## config.mk

```make
export PLATFORM = sky130hd
export DESIGN_NAME = cubic_bezier_flattener_unit
export DESIGN_NICKNAME = d
export VERILOG_FILES = /design/src/design/bzf_pkg.sv /design/src/design/bzf_lerp.sv /design/src/design/bzf_ctrl.sv /design/src/design/cubic_bezier_flattener_unit.sv
export SDC_FILE = /design/constraint.sdc
export NUM_CORES = 2
export LEC_CHECK = 0
export BUFFER_PORTS_ARGS = -buffer_cell sky130_fd_sc_hd__buf_2
export CAP_MARGIN = 5
export CORE_MARGIN = 1.5
export CORE_UTILIZATION = 48
export CTS_CLUSTER_SIZE = 14
export DETAILED_ROUTE_END_ITERATION = 6
export PLACE_DENSITY = 0.66
export SLEW_MARGIN = 20
export SYNTH_ARGS = -nofsm -noshare
export SYNTH_HDL_FRONTEND = slang
export SYNTH_HIERARCHICAL = 1
export SYNTH_SLANG_ARGS = --single-unit
```

## constraint.sdc

```tcl
create_clock -name clk -period 13.08 [get_ports clk]
set_input_delay 0.654 -clock clk [delete_from_list [all_inputs] [get_ports clk]]
set_output_delay 0.654 -clock clk [all_outputs]
set_load 0.02 [all_outputs]
```

## src/design/bzf_pkg.sv

```systemverilog
// Shared types and constants for the cubic Bezier flattener.
package bzf_pkg;

  localparam logic [15:0] STEP_MIN   = 16'd1057;
  localparam logic [15:0] STEP_RESET = 16'd6554;

  localparam logic KIND_POS = 1'b0;
  localparam logic KIND_SEG = 1'b1;

  typedef enum logic [2:0] {
    ST_IDLE,
    ST_ISSUE,
    ST_MUL,
    ST_EMIT,
    ST_END
  } state_t;

  typedef enum logic [3:0] {
    OP_ABX,
    OP_BCX,
    OP_CDX,
    OP_ABY,
    OP_BCY,
    OP_CDY,
    OP_ABCX,
    OP_BCDX,
    OP_ABCY,
    OP_BCDY,
    OP_PX,
    OP_PY
  } lerp_op_t;

  typedef struct packed {
    lerp_op_t op;
    logic     load_seg;
    logic     load_pos;
    logic     write;
    logic     emit_pt;
    logic     emit_end;
  } ctl_t;

endpackage

```

## src/design/bzf_lerp.sv

```systemverilog
// Shared fixed-point interpolator: y = a + round((b - a) * t / 65536), one register stage.
module bzf_lerp (
  input  logic               clk,
  input  logic signed [31:0] a,
  input  logic signed [31:0] b,
  input  logic        [15:0] t,
  output logic signed [31:0] y
);

  logic signed [32:0] diff;
  logic signed [49:0] prod;
  logic signed [49:0] prod_q;
  logic signed [31:0] a_q;
  logic signed [49:0] rounded;

  assign diff = {b[31], b} - {a[31], a};
  assign prod = diff * $signed({1'b0, t});

  always_ff @(posedge clk) begin
    prod_q <= prod;
    a_q    <= a;
  end

  assign rounded = prod_q + 50'sd32768;
  assign y       = a_q + rounded[47:16];

endmodule

```

## src/design/bzf_ctrl.sv

```systemverilog
// Sequencer: walks t and the twelve interpolations of each curve point.
module bzf_ctrl (
  input  logic          clk,
  input  logic          rst,
  input  logic          in_valid,
  input  logic          kind,
  input  logic          slot_free,
  input  logic [15:0]   step_size,
  output logic          in_stall,
  output logic [15:0]   t,
  output bzf_pkg::ctl_t ctl
);

  bzf_pkg::state_t   state;
  bzf_pkg::state_t   state_next;
  bzf_pkg::lerp_op_t op;
  logic [15:0]       step_eff;
  logic [16:0]       t_sum;

  assign step_eff = (step_size < bzf_pkg::STEP_MIN) ? bzf_pkg::STEP_MIN : step_size;
  assign t_sum    = {1'b0, t} + {1'b0, step_eff};

  always_comb begin
    state_next = state;
    case (state)
      bzf_pkg::ST_IDLE: begin
        if (in_valid && kind == bzf_pkg::KIND_SEG) state_next = bzf_pkg::ST_ISSUE;
      end
      bzf_pkg::ST_ISSUE: state_next = bzf_pkg::ST_MUL;
      bzf_pkg::ST_MUL: begin
        state_next = (op == bzf_pkg::OP_PY) ? bzf_pkg::ST_EMIT : bzf_pkg::ST_ISSUE;
      end
      bzf_pkg::ST_EMIT: begin
        if (slot_free) state_next = t_sum[16] ? bzf_pkg::ST_END : bzf_pkg::ST_ISSUE;
      end
      bzf_pkg::ST_END: begin
        if (slot_free) state_next = bzf_pkg::ST_IDLE;
      end
      default: state_next = bzf_pkg::ST_IDLE;
    endcase
  end

  always_comb begin
    in_stall     = (state != bzf_pkg::ST_IDLE);
    ctl          = '0;
    ctl.op       = op;
    ctl.load_seg = (state == bzf_pkg::ST_IDLE) && in_valid && (kind == bzf_pkg::KIND_SEG);
    ctl.load_pos = (state == bzf_pkg::ST_IDLE) && in_valid && (kind == bzf_pkg::KIND_POS);
    ctl.write    = (state == bzf_pkg::ST_MUL);
    ctl.emit_pt  = (state == bzf_pkg::ST_EMIT) && slot_free;
    ctl.emit_end = (state == bzf_pkg::ST_END) && slot_free;
  end

  always_ff @(posedge clk) begin
    if (rst) begin
      state <= bzf_pkg::ST_IDLE;
      op    <= bzf_pkg::OP_ABX;
      t     <= '0;
    end else begin
      state <= state_next;
      if (ctl.load_seg) begin
        op <= bzf_pkg::OP_ABX;
        t  <= '0;
      end else if (state == bzf_pkg::ST_MUL && op != bzf_pkg::OP_PY) begin
        op <= bzf_pkg::lerp_op_t'(op + 4'd1);
      end else if (ctl.emit_pt) begin
        op <= bzf_pkg::OP_ABX;
        t  <= t_sum[15:0];
      end
    end
  end

  a_issue_then_mul: assert property (@(posedge clk) disable iff (rst)
    state == bzf_pkg::ST_ISSUE |=> state == bzf_pkg::ST_MUL)
    else $error("interpolation issue not followed by accumulate");

  a_seg_start: assert property (@(posedge clk) disable iff (rst)
    ctl.load_seg |=> (t == 16'd0 && op == bzf_pkg::OP_ABX && state == bzf_pkg::ST_ISSUE))
    else $error("segment did not start at t = 0");

  a_emit_free: assert property (@(posedge clk) disable iff (rst)
    (ctl.emit_pt || ctl.emit_end) |-> (slot_free && !ctl.write))
    else $error("item emitted into a busy output slot");

  a_op_step: assert property (@(posedge clk) disable iff (rst)
    (state == bzf_pkg::ST_MUL && op != bzf_pkg::OP_PY)
      |=> op == bzf_pkg::lerp_op_t'($past(op) + 4'd1))
    else $error("interpolation order skipped");

endmodule

```

## src/design/cubic_bezier_flattener_unit.sv

```systemverilog
// Top level of the cubic Bezier flattener: operand registers, operand select and output slot.
//
// Input channel (in_valid / in_stall) takes one item: kind, two control points and an end
// point, Q16.16. A position item (kind 0) loads the start point and emits nothing.
// A segment item (kind 1) emits curve points at t = 0, step, 2*step ... while t < 1, then
// the end point with last set; the end point becomes the next start.
// Each curve point takes the twelve interpolations in the shared interpolator, each a multiply
// (ISSUE state), then a round and add (MUL state); the EMIT state then loads the output slot.
// At the reset step (about 0.1) a segment has n = 10 curve points. in_stall is high from the
// acceptance of a segment until its end point is loaded into the output slot.
// Output channel (out_valid / out_stall) is a single register slot; while the receiver
// stalls, the sequencer waits with the next point held ready and resumes when it is taken.
// Configuration (cfg_valid / cfg_ready / cfg_data) writes step_size, unsigned Q0.16; steps
// below 1057 act as 1057. It is always ready; the user must write it only while the block is
// idle, as the block does not enforce this. Reset (rst, synchronous) empties the output slot,
// sets step_size to 6554 and the start point to zero.
module cubic_bezier_flattener_unit (
  input  logic               clk,
  input  logic               rst,
  input  logic               cfg_valid,
  output logic               cfg_ready,
  input  logic        [15:0] cfg_data,
  input  logic               in_valid,
  output logic               in_stall,
  input  logic               kind,
  input  logic signed [31:0] ctrl1_x,
  input  logic signed [31:0] ctrl1_y,
  input  logic signed [31:0] ctrl2_x,
  input  logic signed [31:0] ctrl2_y,
  input  logic signed [31:0] end_x,
  input  logic signed [31:0] end_y,
  output logic               out_valid,
  input  logic               out_stall,
  output logic signed [31:0] point_x,
  output logic signed [31:0] point_y,
  output logic               last
);

  bzf_pkg::ctl_t      ctl;
  logic        [15:0] step_size;
  logic        [15:0] t;
  logic               slot_free;
  logic signed [31:0] opa;
  logic signed [31:0] opb;
  logic signed [31:0] lerp_y;

  logic signed [31:0] start_x, start_y;
  logic signed [31:0] c1x, c1y, c2x, c2y, ex, ey;
  logic signed [31:0] abx, bcx, cdx, aby, bcy, cdy;
  logic signed [31:0] abcx, bcdx, abcy, bcdy, curve_x, curve_y;

  assign cfg_ready = 1'b1;
  assign slot_free = !out_valid || !out_stall;

  always_ff @(posedge clk) begin
    if (rst) begin
      step_size <= bzf_pkg::STEP_RESET;
    end else if (cfg_valid && cfg_ready) begin
      step_size <= cfg_data;
    end
  end

  bzf_ctrl u_ctrl (
    .clk       (clk),
    .rst       (rst),
    .in_valid  (in_valid),
    .kind      (kind),
    .slot_free (slot_free),
    .step_size (step_size),
    .in_stall  (in_stall),
    .t         (t),
    .ctl       (ctl)
  );

  always_comb begin
    case (ctl.op)
      bzf_pkg::OP_ABX:  begin opa = start_x; opb = c1x;  end
      bzf_pkg::OP_BCX:  begin opa = c1x;     opb = c2x;  end
      bzf_pkg::OP_CDX:  begin opa = c2x;     opb = ex;   end
      bzf_pkg::OP_ABY:  begin opa = start_y; opb = c1y;  end
      bzf_pkg::OP_BCY:  begin opa = c1y;     opb = c2y;  end
      bzf_pkg::OP_CDY:  begin opa = c2y;     opb = ey;   end
      bzf_pkg::OP_ABCX: begin opa = abx;     opb = bcx;  end
      bzf_pkg::OP_BCDX: begin opa = bcx;     opb = cdx;  end
      bzf_pkg::OP_ABCY: begin opa = aby;     opb = bcy;  end
      bzf_pkg::OP_BCDY: begin opa = bcy;     opb = cdy;  end
      bzf_pkg::OP_PX:   begin opa = abcx;    opb = bcdx; end
      bzf_pkg::OP_PY:   begin opa = abcy;    opb = bcdy; end
      default:          begin opa = abcy;    opb = bcdy; end
    endcase
  end

  bzf_lerp u_lerp (
    .clk (clk),
    .a   (opa),
    .b   (opb),
    .t   (t),
    .y   (lerp_y)
  );

  always_ff @(posedge clk) begin
    if (ctl.load_seg) begin
      c1x <= ctrl1_x;
      c1y <= ctrl1_y;
      c2x <= ctrl2_x;
      c2y <= ctrl2_y;
      ex  <= end_x;
      ey  <= end_y;
    end
    if (ctl.write) begin
      case (ctl.op)
        bzf_pkg::OP_ABX:  abx     <= lerp_y;
        bzf_pkg::OP_BCX:  bcx     <= lerp_y;
        bzf_pkg::OP_CDX:  cdx     <= lerp_y;
        bzf_pkg::OP_ABY:  aby     <= lerp_y;
        bzf_pkg::OP_BCY:  bcy     <= lerp_y;
        bzf_pkg::OP_CDY:  cdy     <= lerp_y;
        bzf_pkg::OP_ABCX: abcx    <= lerp_y;
        bzf_pkg::OP_BCDX: bcdx    <= lerp_y;
        bzf_pkg::OP_ABCY: abcy    <= lerp_y;
        bzf_pkg::OP_BCDY: bcdy    <= lerp_y;
        bzf_pkg::OP_PX:   curve_x <= lerp_y;
        bzf_pkg::OP_PY:   curve_y <= lerp_y;
        default:          curve_y <= lerp_y;
      endcase
    end
  end

  always_ff @(posedge clk) begin
    if (rst) begin
      start_x <= '0;
      start_y <= '0;
    end else if (ctl.load_pos) begin
      start_x <= end_x;
      start_y <= end_y;
    end else if (ctl.emit_end) begin
      start_x <= ex;
      start_y <= ey;
    end
  end

  always_ff @(posedge clk) begin
    if (rst) begin
      out_valid <= 1'b0;
    end else if (ctl.emit_pt || ctl.emit_end) begin
      out_valid <= 1'b1;
    end else if (!out_stall) begin
      out_valid <= 1'b0;
    end
  end

  always_ff @(posedge clk) begin
    if (ctl.emit_pt) begin
      point_x <= curve_x;
      point_y <= curve_y;
      last    <= 1'b0;
    end else if (ctl.emit_end) begin
      point_x <= ex;
      point_y <= ey;
      last    <= 1'b1;
    end
  end

endmodule

```

==> impl_metrics.yaml <==
outcome:
  status: "completed"
global_routing:
  grt_pass1_wl_microns: 263300
  antenna_found_initial: 3
  grt_max_degree: 77
  grt.total_usage_pct: 30.16
  gr-total-overflow: 0
  grt_pass1_vias: 41140
sta:
  worstMarginPinSlew_ns: 1.170
  period_minus_slack_ns: 12.48
  slew_viol_final: 0
  fin_crit_sh_pct: 95.39
  timing.fmax_mhz: 80.15
  final.setup.tns_ns: 0
  finalSetupViolCount: 0
  rsz0062_at_grt: "no"
  skew_ns: 0.03992
  relSlewSlack_pct: 21.64
  hold_viol: 0
hold_path:
  whs_endpoint: "c1y[27]"
  hold_depth: 1
  hp-start: "ctrl1_y[27]"
  min_path_type: "primary input to register"
synth:
  netlist_instances: 5077
  synth_ff_type: "edfxtp_1"
  yosysUniqueCellTypes: 110
  syn-cell-area_sq_um: 55410
  ys_ff_latch: 810
  synth.area.top_cells: "edfxtp_1, fa_1, dfxtp_1, ha_1, inv_1"
  synth_commonest_cells: "edfxtp_1, inv_1, fa_1"
  avgSynthCellArea_sq_um: 10.91
  yosysTopAreaCell: "edfxtp_1"
  ys_warn_count: 6
  async_reset_ff_share_pct: 0
  synth_nets: 5972
  yosysSeqAreaShare_pct: 40.83
  synth_top_area_share_pct: 34.69
  synth_edf_count: 640
  synth_most_common_cell: "edfxtp_1"
clock_tree:
  cts_buffers: 83
  root_buffer: "clkbuf_16"
  clkSinkCount: 810
  postCtsSetupBuffers: 0
  htree_num_levels: 3
  cts_max_path_buffers: 3
  cts_tree: "built"
  clkLatencyLatePin_ns: 0.66
  clkSlewWorstSetupHoldPaths_ns: 0.06
critical_path:
  cpMostUsedCell: "fa_1"
  crit_required_ns: 13.66
  start_kind: "register"
  crit_start: "u_ctrl/op[3]"
  critPathKind: "register to register"
  worstPathArrival_ns: 13.06
  r2r_start: "u_ctrl/op[3]"
  r2r-end: "u_lerp/prod_q[47]"
  endpoint_kind: "register"
  cp_slowest_cell: "fa_1"
  slowest_delay_ns: 0.74
  rrSetupSlack_ns: 0.60
  crit_fanout: 36
  r2r_cells: 35
power_and_ir_drop:
  total_leakage_power_uw: 0.02494
  ir_drop_v: 0.0001154
  power_density_nw_per_um2: 102.6
place:
  port_buffers: 280
  gp_congestion: 0.9789
  hpwl_microns: 128200
route:
  drc: 0
  firstDrtPassIters: 7
  drt_iter0_drc: 4598
  routed_via_density: 5.993
  totalWireLength_microns: 177400
  wire_per_inst_microns: 25.94
  vias: 40990
  ant_nets: 0
die:
  ioPinCount: 282
  rows: 124
  initial_core_util_pct: 48.45
  core-area_sq_um: 114300
  die_x_microns: 342.7
  die-area_sq_um: 117500
  die_y_microns: 342.7
cells_and_area:
  final_nets: 6152
  postLayoutCoreUtil_pct: 53.50
  area_growth_pct: 10.40
  regMostFlops: "u_lerp/prod_q"
  layout-drive-gt1-share_pct: 13.58
  largest_register_ffs: 33
run:
  max_cap_viol_count: 0
[power breakdown]
part           internal (uW)  switching [uW]  total (uW)
Clock                   1420            1040        2460
Sequential              2890            67.4        2950
Combinational            253             607         860
[final cells by class]
class | instances | area [sq um]
diodes | 2 | 5.005
clock buffers | 112 | 2320
clock inverters | 41 | 483.0
fillers | 9993 | 53180
inverters | 596 | 2238
multi-input cells | 3374 | 29330
flip-flops and latches | 810 | 22650
well taps | 1512 | 1892
repair buffers | 392 | 2257
[per-layer routing]
| layer | GRT usage (%) | up-vias | wire, microns |
|---|---|---|---|
| li1 | - | 17810 | - |
| met1 | 40.40 | 20460 | 70110 |
| met2 | 47.19 | 2221 | 80480 |
| met3 | 6.771 | 501 | 18120 |
| met4 | 12.94 | 0 | 8715 |
| met5 | 0 | - | 0 |
[critical path: cells and delay by family, from the launching register on]
kind,cells,cell delay [ns]
flops,1,0.71
compound gates,10,2.94
buf+inv,4,0.36
fa+ha+maj,7,3.75
simple gates,10,3.47
xor+xnor,4,1.13
[stage by stage]
step,setup WS [ns],hold slack (ns),area [sq um],cells,total power [uW]
finish,0.6026,0.1757,61170,6839,6275
global route,0.04988,0.1486,61160,6837,6446
CTS,0.6784,0.1432,61150,6837,6278
detailed placement,0.7355,0.4715,58340,6684,3848
global placement,1.133,0.4552,58320,6684,3840
floorplan,2.838,0.4480,55410,5077,3472
[cells in the final DEF (no fill, tap or decap), types with 31 or more instances in the layout]
cell	netlist	layout
a21o_1	56	56
a22oi_1	94	94
inv_1	592	590
nor2_1	308	300
nand2_1	457	457
a21oi_1	283	282
xnor2_1	100	87
buf_2	79	279
xor2_1	51	44
and3_1	40	36
a31oi_1	53	53
fa_1	487	487
buf_4	20	112
dfxtp_1	170	157
and2_1	223	221
mux2_2	84	84
nand3_1	54	54
edfxtp_1	640	640
o21ai_0	141	141
o22ai_1	43	43
nand2b_1	31	31
mux2i_1	167	167
nor2b_1	75	69
ha_1	194	194
clkbuf_16	0	86
[timing repair]
| action | in CTS | in global routing |
|---|---|---|
| setup endpoints to repair | 0 | 1 |
| resized for setup | 0 | 1 |
| hold buffers | 0 | 0 |
[kinds of logic (layout without fill, tap and decap cells)]
logic type | after synthesis | after routing | share of synthesized area, %
flops | 810 | 810 | 40.83
mux | 255 | 255 | 4.860
simple gates | 1319 | 1319 | 11.48
buf+inv | 893 | 1141 | 6.739
xor+xnor | 151 | 151 | 2.387
other cells | 1 | 3 | 0.006768
fa+ha+maj | 681 | 681 | 21.98
compound gates | 967 | 967 | 11.72
[worst max-delay path by stage]
stage	to	slack (ns)	cells after the start
2_1_floorplan	u_ctrl/op[0]	2.84	6
3_3_place_gp	u_lerp/prod_q[47]	1.13	35
3_5_place_dp	u_lerp/prod_q[47]	0.74	35
4_1_cts	u_lerp/prod_q[47]	0.68	35
5_1_grt	u_lerp/prod_q[47]	0.05	35
6_report	u_lerp/prod_q[47]	0.60	35
(Power assumes the default switching activity.)
